File: src/design/three_level_queue_with_boost_assert.svh
// Assertion macros shared by the queue block.
`ifndef THREE_LEVEL_QUEUE_WITH_BOOST_ASSERT_SVH
`define THREE_LEVEL_QUEUE_WITH_BOOST_ASSERT_SVH
`ifndef SYNTH
`define TLQB_ASSERT_IMP(label, clk, rst_n, ante, cons, msg) \
	label: assert property (@(posedge clk) disable iff (!rst_n) (ante) |-> (cons)) \
		else $error(msg);
`define TLQB_ASSERT_NXT(label, clk, rst_n, ante, cons, msg) \
	label: assert property (@(posedge clk) disable iff (!rst_n) (ante) |=> (cons)) \
		else $error(msg);
`else
`define TLQB_ASSERT_IMP(label, clk, rst_n, ante, cons, msg)
`define TLQB_ASSERT_NXT(label, clk, rst_n, ante, cons, msg)
`endif
`endif

File: src/design/tlqb_pkg.sv
// Types, codes and constants of the three-level queue block.
package tlqb_pkg;

	typedef enum logic [1:0] {
		CMD_ENQ   = 2'd0,
		CMD_DEQ   = 2'd1,
		CMD_QUERY = 2'd2,
		CMD_BOOST = 2'd3
	} cmd_t;

	typedef enum logic [1:0] {
		S_IDLE,
		S_EXEC,
		S_READ,
		S_BOOST
	} state_t;

	localparam int NUM_LVL = 3;

	// Internal level indices.
	localparam logic [1:0] LVL_1 = 2'd0;
	localparam logic [1:0] LVL_2 = 2'd1;
	localparam logic [1:0] LVL_3 = 2'd2;

	localparam logic [1:0] ST_OK    = 2'd0;
	localparam logic [1:0] ST_FULL  = 2'd1;
	localparam logic [1:0] ST_EMPTY = 2'd2;

	localparam logic signed [31:0] EMPTY_WORD = -32'sd99;
	localparam int                 DROP_W     = 9;
	localparam logic [DROP_W-1:0]  DROP_MAX   = 9'd511;

	typedef struct packed {
		logic [1:0]         command;
		logic [1:0]         level;
		logic signed [31:0] data_in;
	} in_item_t;

	typedef struct packed {
		logic signed [31:0] data_out;
		logic [1:0]         status;
		logic               level_empty;
		logic [DROP_W-1:0]  dropped_count;
	} out_item_t;

	typedef struct packed {
		logic empty;
		logic full;
	} lvl_flags_t;

	// Level field to internal index: 1 and 2 map directly, anything else is level 3.
	function automatic logic [1:0] pick_level(input logic [1:0] lv);
		logic [1:0] idx;
		case (lv)
			2'd1:    idx = LVL_1;
			2'd2:    idx = LVL_2;
			default: idx = LVL_3;
		endcase
		return idx;
	endfunction

endpackage

File: src/design/tlqb_lvl.sv
// Head, tail and fill count of one circular level.
module tlqb_lvl #(
	parameter int DEPTH = 128
) (
	input  logic                     clk,
	input  logic                     arst_n,
	input  logic                     push,
	input  logic                     pop,
	output logic [$clog2(DEPTH)-1:0] head,
	output logic [$clog2(DEPTH)-1:0] tail,
	output tlqb_pkg::lvl_flags_t     flags
);

	import tlqb_pkg::*;

	localparam int IW = $clog2(DEPTH);
	localparam int CW = $clog2(DEPTH + 1);

	logic [IW-1:0] head_q;
	logic [IW-1:0] tail_q;
	logic [CW-1:0] count_q;
	logic [IW-1:0] head_inc;
	logic [IW-1:0] tail_inc;

	always_comb begin
		head_inc = (head_q == IW'(DEPTH - 1)) ? '0 : head_q + IW'(1);
		tail_inc = (tail_q == IW'(DEPTH - 1)) ? '0 : tail_q + IW'(1);
	end

	always_ff @(posedge clk or negedge arst_n) begin
		if (!arst_n) begin
			head_q  <= '0;
			tail_q  <= '0;
			count_q <= '0;
		end else begin
			if (push) begin
				tail_q <= tail_inc;
			end
			if (pop) begin
				head_q <= head_inc;
			end
			if (push && !pop) begin
				count_q <= count_q + CW'(1);
			end else if (pop && !push) begin
				count_q <= count_q - CW'(1);
			end
		end
	end

	assign head        = head_q;
	assign tail        = tail_q;
	assign flags.empty = (count_q == '0);
	assign flags.full  = (count_q == CW'(DEPTH));

endmodule

File: config.mk
export PLATFORM = sky130hd
export DESIGN_NAME = tlqb_lvl
export DESIGN_NICKNAME = d
export VERILOG_FILES = /design/src/design/three_level_queue_with_boost_assert.svh /design/src/design/tlqb_pkg.sv /design/src/design/tlqb_lvl.sv
export SDC_FILE = /design/constraint.sdc
export NUM_CORES = 1
export LEC_CHECK = 0
export BUFFER_PORTS_ARGS = -buffer_cell sky130_fd_sc_hd__buf_2
export CAP_MARGIN = 20
export CORE_ASPECT_RATIO = 1.5
export CORE_UTILIZATION = 55
export DETAILED_ROUTE_END_ITERATION = 10
export PLACE_DENSITY = 0.86
export SLEW_MARGIN = 25
export SYNTH_ARGS = -nofsm -noshare
export SYNTH_HDL_FRONTEND = slang
export SYNTH_SLANG_ARGS = --single-unit
File: constraint.sdc
create_clock -name clk -period 2.3 [get_ports clk]
set_input_delay 0.345 -clock clk [delete_from_list [all_inputs] [get_ports clk]]
set_output_delay 0.345 -clock clk [all_outputs]
set_load 0.01 [all_outputs]
==> results of run 1 <==
==> state kept, by name, indices dropped and copies added (netlist names) <==
signal	count
count_q	8
head	7
tail	7
==> synth_stat cells <==
cell and number:
dfrtp_1 22, nand2_1 14, xnor2_1 11, ha_1 9, nor2_1 9, a21oi_1 7
xor2_1 6, nand4_1 5, o21ai_0 5, inv_1 4, mux2_2 4, nor3_1 3
o21bai_1 3, a31oi_1 2, and3_1 2, a211oi_1 1, a211oi_2 1, a21o_2 1
a221oi_2 1, a2bb2oi_1 1, a32o_1 1, and2_1 1, clkbuf_1 1, clkbuf_2 1
fa_1 1, nor2_2 1, nor4_1 1, o21ai_1 1, o31ai_1 1, or3_1 1
==> per-stage QoR <==
step / setup TNS, ns / cell area [sq um] / setup WS [ns]
2_1_floorplan: 0 / 1241 / 0.1921
4_1_cts: 0 / 1433 / 0.2560
5_1_grt: 0 / 1433 / 0.1519
3_5_place_dp: -0.05745 / 1400 / -0.05745
6_report: 0 / 1433 / 0.2219
3_3_place_gp: 0 / 1400 / 0.07216
==> report_power, final <==
part / total, uW / switching [uW] / internal [uW] / leakage (uW)
combinational: 1070 / 547 / 519 / 0.000398
sequential: 807 / 230 / 578 / 0.000268
clock: 172 / 111 / 61.3 / 0.0000138
==> worst min-delay path, stage by stage <==
cell and delay [ns]:
buf_2 0.09, buf_4 0.12, mux2_2 0.15
==> layer usage <==
layer  vias to the layer above  global-route usage [%]
met5                         -                       0
li1                        484                       -
met2                        34                   44.20
met3                        11                   2.602
met4                         0                   14.76
met1                       494                   27.70
==> logic make-up (layout without fill, tap and decap cells) <==
group	Yosys count	count (layout)	share of synthesized area, %
XOR/XNOR	17	17	12.00
flip-flops	22	22	44.35
AND/OR/NAND/NOR	37	37	13.71
multiplexers	4	4	3.629
AO/OA/AOI/OAI	25	25	13.71
buffers and inverters	6	33	1.914
adder cells (fa/ha/maj)	10	10	10.69
==> cell type report <==
type	instances	area (sq um)
Clock buffer	3	22.52
Fill cell	149	644.4
Inverter	4	15.01
Multi-Input combinational cell	93	666.9
Sequential cell	22	550.5
Tap cell	22	27.53
Timing Repair Buffer	26	150.1
==> worst min-delay path by stage <==
stage          startpoint                      to  slack, ns
2_1_floorplan      arst_n  count_q[0]$_DFFE_PN0P_       0.05
3_3_place_gp       arst_n     head[1]$_DFFE_PN0P_       0.33
3_5_place_dp       arst_n     head[0]$_DFFE_PN0P_       0.33
4_1_cts               pop     head[0]$_DFFE_PN0P_       0.42
5_1_grt               pop     head[0]$_DFFE_PN0P_       0.45
6_report              pop     head[1]$_DFFE_PN0P_       0.42
==> what timing repair did <==
| item | in CTS | in global routing |
|---|---|---|
| hold endpoints to repair | 11 | 0 |
| hold buffers | 1 | 0 |
| endpoints found under the setup margin | 0 | 0 |
==> reports/results.env, run 1 <==
VDD_DROP_MAX_mV=0.7416
REMAINING_DRC_ERRORS=0
DETAIL_ROUTE.WIRELENGTH.MET1_UM=986
FINAL-MAX-SLEW-VIOLATION-COUNT=0
CRITICAL_PATH.ENDPOINT='count_q[7]$_DFFE_PN0P_'
GRT_ANTENNA_BEFORE_REPAIR=0
CLKSLEWWORSTSETUPHOLDPATHS_NS=0.11
CLOCK-SKEW-FINAL_NS=0.002468
CP_TOP_FAMILY='simple AND/OR/NAND/NOR gates'
PORT_BUFFERS=19
SYNTH_CELL_TYPES=30
ROUTE.ANTENNA.REMAINING_NETS=0
SLOWEST_STAGE='or3_1'
POWER_PER_CELL_AREA_nW_PER_UM2=1428
POST_SYNTH_INST_COUNT=121
FMAX_MHz=481.2
DETAILROUTE.WIRELENGTH.MET2_UM=1453
STDCELL_COUNT=170
MAX_STAGE_DELAY_NS=0.37
YOSYS-TOP-CELLS-AREA='dfrtp_1 (44%), ha_1 (9.1%), xnor2_1 (7.8%)'
CLOCK_TREE_FROM_TRITONCTS='yes'
WORST-SETUP-PATH-TYPE='in -> reg'
MIN-DELAY-PATH-CLASS='in -> reg'
SYN_NETS=135
NUMBER_OF_NETS_AT_THE_END_OF_THE_FLOW=164
TRITONCTS_NUM_SINKS=22
SYNTH_AREA_PER_CELL_SQ_UM=10.26
ROUTED-VIA-COUNT=1023
REPORT.FINAL.HOLD_VIOL_COUNT=0
LAYOUT_COMMONEST_CELL='dfrtp_1'
NUMBER_OF_BUFFERS_ADDED_BY_THE_CLOCK_TREE_SYNTHESIS_STEP=3
TOTAL_POWER_uW=2045
LAYOUT-DRIVE-GT1-SHARE_PCT=24.32
MAXUSEDROUTINGLAYER='met4'
CRITICAL_PATH.CELL_CHAIN='buf_2 > ha_1 > inv_1 > ha_1 > o21ai_1 > nor2_2 > a31oi_1 > or3_1 > a32o_1'
GP_CONGESTION=0.8228
PLACED_CELLS_INCL_TAPS=166
POWER_LEAKAGE_uW=0.0006800
SYNTHTOLAYOUTAREAGROWTH_PCT=15.42
SYNTH_SEQ_AREA_SHARE_PCT=44.35
HOLD-PATH-CELL-COUNT=3
SYN-CELL-AREA_SQ_UM=1241
REQUIRED_NS=2.51
DETAILED_PLACE_HPWL_UM=2037
HTREE_NUM_LEVELS=1
CRIT_CELLS=9
BUFFER_DEPTH_OF_THE_LONGEST_CLOCK_PATH=2
POST_CTS_RESIZE_COUNT=0
CRIT_PATH_MAX_FANOUT=8
MAX-SLEW-MARGIN-REL_PCT=67.90
DIE_AREA_SQ_UM=2454
REG2REG_SETUP_SLACK_NS=0.39
FIRST_GLOBAL_VIAS=1029
TIGHTEST_SLEW_NS=0.4815
YOSYS_REGISTER_BITS=22
DIE_HEIGHT_UM=60.18
FINAL.HOLD.WORST_SLACK_NS=0.4210
PIN_COUNT_OF_THE_BIGGEST_NET_ENTERING_GLOBAL_ROUTING=23
WORST_R2R_STARTPOINT='count_q[0]$_DFFE_PN0P_'
DRV.MAX_CAP_VIOLATION_COUNT=0
AVGVIACOUNTPERCELL=6.018
TIMING.CRITICAL_PATH.FROM='push'
NETLIST.TOP_CELL.BY_AREA='dfrtp_1'
ROOT_BUFFER='clkbuf_4'
FP.COREAREA_SQ_UM=2077
ARRIVAL_NS=2.29
FIN_CRIT_SH_PCT=90.35
FIN_CRIT_NS=2.078
DRT-INITIAL-DRC-COUNT=16
ROUTED_WIRELENGTH_UM=2601
PLACEMENTROWS=20
ROUTED_WIRE_LENGTH_PER_INSTANCE_UM=15.30
TIMING.REG2REG.WORST_PATH_DEPTH=6
RR_ENDPOINT='count_q[6]$_DFFE_PN0P_'
WORSTPATHBUFFERINVERTERCOUNT=2
FINAL_CORE_UTIL_PCT=68.98
FP.DIEW_UM=40.79
YOSYS_TOP_CELL_AREA_SHARE_PCT=44.35
YOSYS_WARNINGS=0
POST_CTS_BUFFERS=0
TIMING.CRITICAL_PATH.FROM_TYPE='input port'
GRT_SETUP_UNREPAIRED='false'
STATUS='finished, final reports clean'
CPMOSTUSEDCELL='ha_1'
ANTENNA_DIODE_INSTANCE_COUNT=0
CLK_LATENCY_NS=0.31
INITIAL_CORE_UTIL_PCT=59.76
GRT_PASS1_WL_UM=4222
GRT_USAGE_PCT=25.46
LAYOUT.CELLS.MOST_COMMON_LIST='dfrtp_1 (22), buf_2 (19), nand2_1 (14), xnor2_1 (11)'
FINALSETUPVIOLCOUNT=0
DESIGN.PORTCOUNT=20
DRT_FIRST_PASS_ITERS=4
WORST_SETUP_PATH_END_KIND='register'
GLOBALROUTEOVERFLOWTOTAL=0
MET3_WL_UM=60
Power figures use the tool's default switching activity.
==> inputs of run 2 (changes only) <==
ABC_AREA = 1   (was default)
CORE_UTILIZATION = 60   (was 55)
PLACE_DENSITY = 0.91   (was 0.86)
clock period = 2.4 ns   (was 2.3 ns; I/O delays follow)
==> run 2 against run 1 <==
The run now ends with negative hold slack left; register-to-register slack better by 0.45 ns; via count up 17%; non-clock buffer count down 7; design area up 4.3%; synthesized cell count up 42%; power down 8.3%; clock power up 22%; global-route usage down 0.79 points.
==> reports/results.env, run 2 <==
LAYOUT.CELLS.MOST_COMMON_LIST='nand2_1 (49), inv_1 (26), dfrtp_1 (22), buf_2 (19), nand3_1 (18)'
PLACEMENTROWS=20
GRT_USAGE_PCT=24.67
SYNTH_AREA_PER_CELL_SQ_UM=7.835
STDCELL_COUNT=215
RR_ENDPOINT='count_q[5]$_DFFE_PN0P_'
FINAL_AREA_SQ_UM=1494
HTREE_NUM_LEVELS=1
POST_SYNTH_TOP_CELLS='nand2_1 (49), inv_1 (26), dfrtp_1 (22)'
ANTENNA_DIODE_INSTANCE_COUNT=0
TIMING.CRITICAL_PATH.FROM_TYPE='register'
DETAILED_PLACE_HPWL_UM=2063
NUMBER_OF_BUFFERS_ADDED_BY_THE_CLOCK_TREE_SYNTHESIS_STEP=3
CRITICAL_PATH.CELL_CHAIN='or2_2 > nor4b_1 > buf_2'
WORSTPATHBUFFERINVERTERCOUNT=1
VIOLATIONS='negative hold slack'
CP_TOP_FAMILY='simple AND/OR/NAND/NOR gates'
PORT_BUFFERS=19
YOSYS_TOP_CELL_AREA_SHARE_PCT=40.85
PLACED_CELL_AREA_SQ_UM=1458
ROOT_BUFFER='clkbuf_4'
DIE_HEIGHT_UM=60.04
SYNTHTOLAYOUTAREAGROWTH_PCT=10.86
DESIGN.PORTCOUNT=20
YOSYSMOSTFREQUENTCELL='nand2_1'
MAX_FLOP_REGISTER='count_q'
SYNTH_CELL_TYPES=29
GRT_ANTENNA_BEFORE_REPAIR=0
FINALSETUPVIOLCOUNT=0
WORST_SETUP_PATH_END_KIND='primary output'
TRITONCTS_NUM_SINKS=22
POSTSYNTH.ASYNCRESETSHARE_PCT=100.0
WORST_R2R_STARTPOINT='count_q[2]$_DFFE_PN0P_'
FINAL.SETUP.TNS_NS=0
FINAL.HOLD.WORST_SLACK_NS=-0.01291
MAX_STAGE_DELAY_NS=0.42
FP.DIEW_UM=40.70
LAYOUT_COMMONEST_CELL='nand2_1'
YOSYS_REGISTER_BITS=22
TIGHTEST_SLEW_NS=0.4851
MAX-SLEW-MARGIN-REL_PCT=67.66
SYN-CELL-AREA_SQ_UM=1348
DIE_AREA_SQ_UM=2443
ROUTE.ANTENNA.REMAINING_NETS=0
CELLINTERNALPOWER_uW=1015
ROUTED_WIRE_LENGTH_PER_INSTANCE_UM=12.55
SYNTH_SEQ_AREA_SHARE_PCT=40.85
CLOCK-SKEW-FINAL_NS=0.003645
POST_SYNTH_INST_COUNT=172
COMB_POWER_SHARE_PCT=50.1
FIN_CRIT_SH_PCT=77.44
INITIAL_CORE_UTIL_PCT=64.88
FIN_CRIT_NS=1.859
SHARE_CLK_OF_TOTAL_POWER_PCT=11.1
MIN-DELAY-PATH-CLASS='in -> async'
AVGVIACOUNTPERCELL=5.549
SEQPWRFRAC_PCT=38.8
ROUTED_WIRELENGTH_UM=2698
PLACED_CELLS_INCL_TAPS=211
POST_CTS_BUFFERS=0
REPORT.FINAL.HOLD_VIOL_COUNT=22
DRT_FIRST_PASS_ITERS=4
BUFFER_DEPTH_OF_THE_LONGEST_CLOCK_PATH=2
CLOCK_TREE_FROM_TRITONCTS='yes'
PIN_COUNT_OF_THE_BIGGEST_NET_ENTERING_GLOBAL_ROUTING=23
LAYOUT-DRIVE-GT1-SHARE_PCT=16.06
CLKSLEWWORSTSETUPHOLDPATHS_NS=0.13
GRT_SETUP_UNREPAIRED='false'
PLACE_WS_NS=0.3354
GLOBALROUTEOVERFLOWTOTAL=0
FMAX_MHz=538.1
NETSWITCHINGFRACTION_PCT=45.84
REQUIRED_NS=2.04
CRIT_PATH_MAX_FANOUT=3
CTS_HOLD_REPAIR.BUFFERS=0
SYNTH_EDF_COUNT=0
GP_CONGESTION=0.9367
ARRIVAL_NS=1.50
NETLIST.TOP_CELL.BY_AREA='dfrtp_1'
CLK_LATENCY_NS=0.31
SYN_NETS=186
POST_CTS_RESIZE_COUNT=0
WORST-SETUP-PATH-TYPE='reg -> out'
REG2REG_SETUP_SLACK_NS=0.84
FP.COREAREA_SQ_UM=2077
SLOWEST_STAGE='dfrtp_1'
POWER_LEAKAGE_uW=0.0008170
FILLER_CELL_COUNT=168
DRV.MAX_CAP_VIOLATION_COUNT=0
STATUS='finished with violations'
YOSYS_WARNINGS=0
GRT_PASS1_WL_UM=4188
NETSWITCHINGPOWER_uW=859.3
TIMING.REG2REG.WORST_PATH_DEPTH=6
REMAINING_DRC_ERRORS=0
FIRST_GLOBAL_VIAS=1091
VDD_DROP_MAX_mV=0.6871
LARGEST_REG_FLOPS=8
YOSYS-TOP-CELLS-AREA='dfrtp_1 (41%), nand2_1 (14%), ha_1 (8.4%)'
SYNTH-MAIN-FF-CELL='dfrtp_1'
ROUTED-VIA-COUNT=1193
POWER_PER_CELL_AREA_nW_PER_UM2=1255
POSTLAYOUTSETUPSLACKWORST_NS=0.5415
FINAL-MAX-SLEW-VIOLATION-COUNT=0
NUMBER_OF_NETS_AT_THE_END_OF_THE_FLOW=208
DRT-INITIAL-DRC-COUNT=27
==> run 2: cell count changes after synthesis, sizes merged, moves of 3 or more <==
cell    change
mux2        -4
nand2      +36
nand3      +18
o21bai      -3
xnor2       -9
nand4       -4
inv        +23
or2         +3
==> run 2: layout make-up <==
class | count | area (sq um) | area share (%)
multi-input combinational | 120 | 679.4 | 45.48
tap | 22 | 27.53 | 1.843
timing repair buffer | 19 | 95.09 | 6.365
inverter | 28 | 105.1 | 7.035
clock buffer | 4 | 36.28 | 2.429
sequential | 22 | 550.5 | 36.85
==> run 2: through the flow <==
stage | total power (uW) | hold slack, ns | util, %
after CTS | 1875 | 0.0002612 | 71.93
final | 1875 | -0.01291 | 71.93
after detailed placement | 1657 | 0.3487 | 70.18
after floorplan | 1377 | 0.06441 | -
after global routing | 2036 | 0.02086 | 71.93
after global placement | 1587 | 0.3450 | 70.18
==> run 2: worst max-delay path by stage <==
| stage | startpoint | to | slack (ns) | cells past startpoint |
|---|---|---|---|---|
| 3_3_place_gp | pop | count_q[7]$_DFFE_PN0P_ | 0.47 | 10 |
| 4_1_cts | count_q[4]$_DFFE_PN0P_ | flags[0] | 0.52 | 3 |
| 5_1_grt | count_q[4]$_DFFE_PN0P_ | flags[0] | 0.45 | 3 |
| 2_1_floorplan | pop | count_q[7]$_DFFE_PN0P_ | 0.72 | 9 |
| 6_report | count_q[4]$_DFFE_PN0P_ | flags[0] | 0.54 | 3 |
| 3_5_place_dp | pop | count_q[5]$_DFFE_PN0P_ | 0.34 | 10 |
==> run 2: kinds of logic (layout without fill, tap and decap cells) <==
kind of cell	count (synthesis)	count (layout)	share of synthesized area [%]
adder cells (fa/ha/maj)	10	10	9.842
AO/OA/AOI/OAI	15	15	5.849
AND/OR/NAND/NOR	88	88	30.18
XOR/XNOR	7	7	4.550
buffers and inverters	30	51	8.727
flip-flops	22	22	40.85
==> run 2: per-layer routing <==
metal / vias up / global-route usage (%) / share of wire [%]
met5: - / 0 / 0
met4: 0 / 12.38 / 1.9
met3: 7 / 2.602 / 3.6
met2: 37 / 44.67 / 54
met1: 557 / 26.10 / 41
li1: 592 / - / -
==> run 2: power groups by stage <==
stage	combinational, uW	sequential (uW)	clock [uW]
2_1_floorplan	629	747	0
6_report	939	727	209
3_3_place_gp	864	723	0
3_5_place_dp	921	736	0
5_1_grt	1060	755	223
4_1_cts	934	728	213
==> run 2: worst reg2reg max path, cell delays in order (launching register included) <==
cell and delay (ns):
dfrtp_1 0.42, ha_1 0.34, or2_1 0.29, nand3b_1 0.13, nand3_1 0.10, nand3_1 0.11, nand2_1 0.07
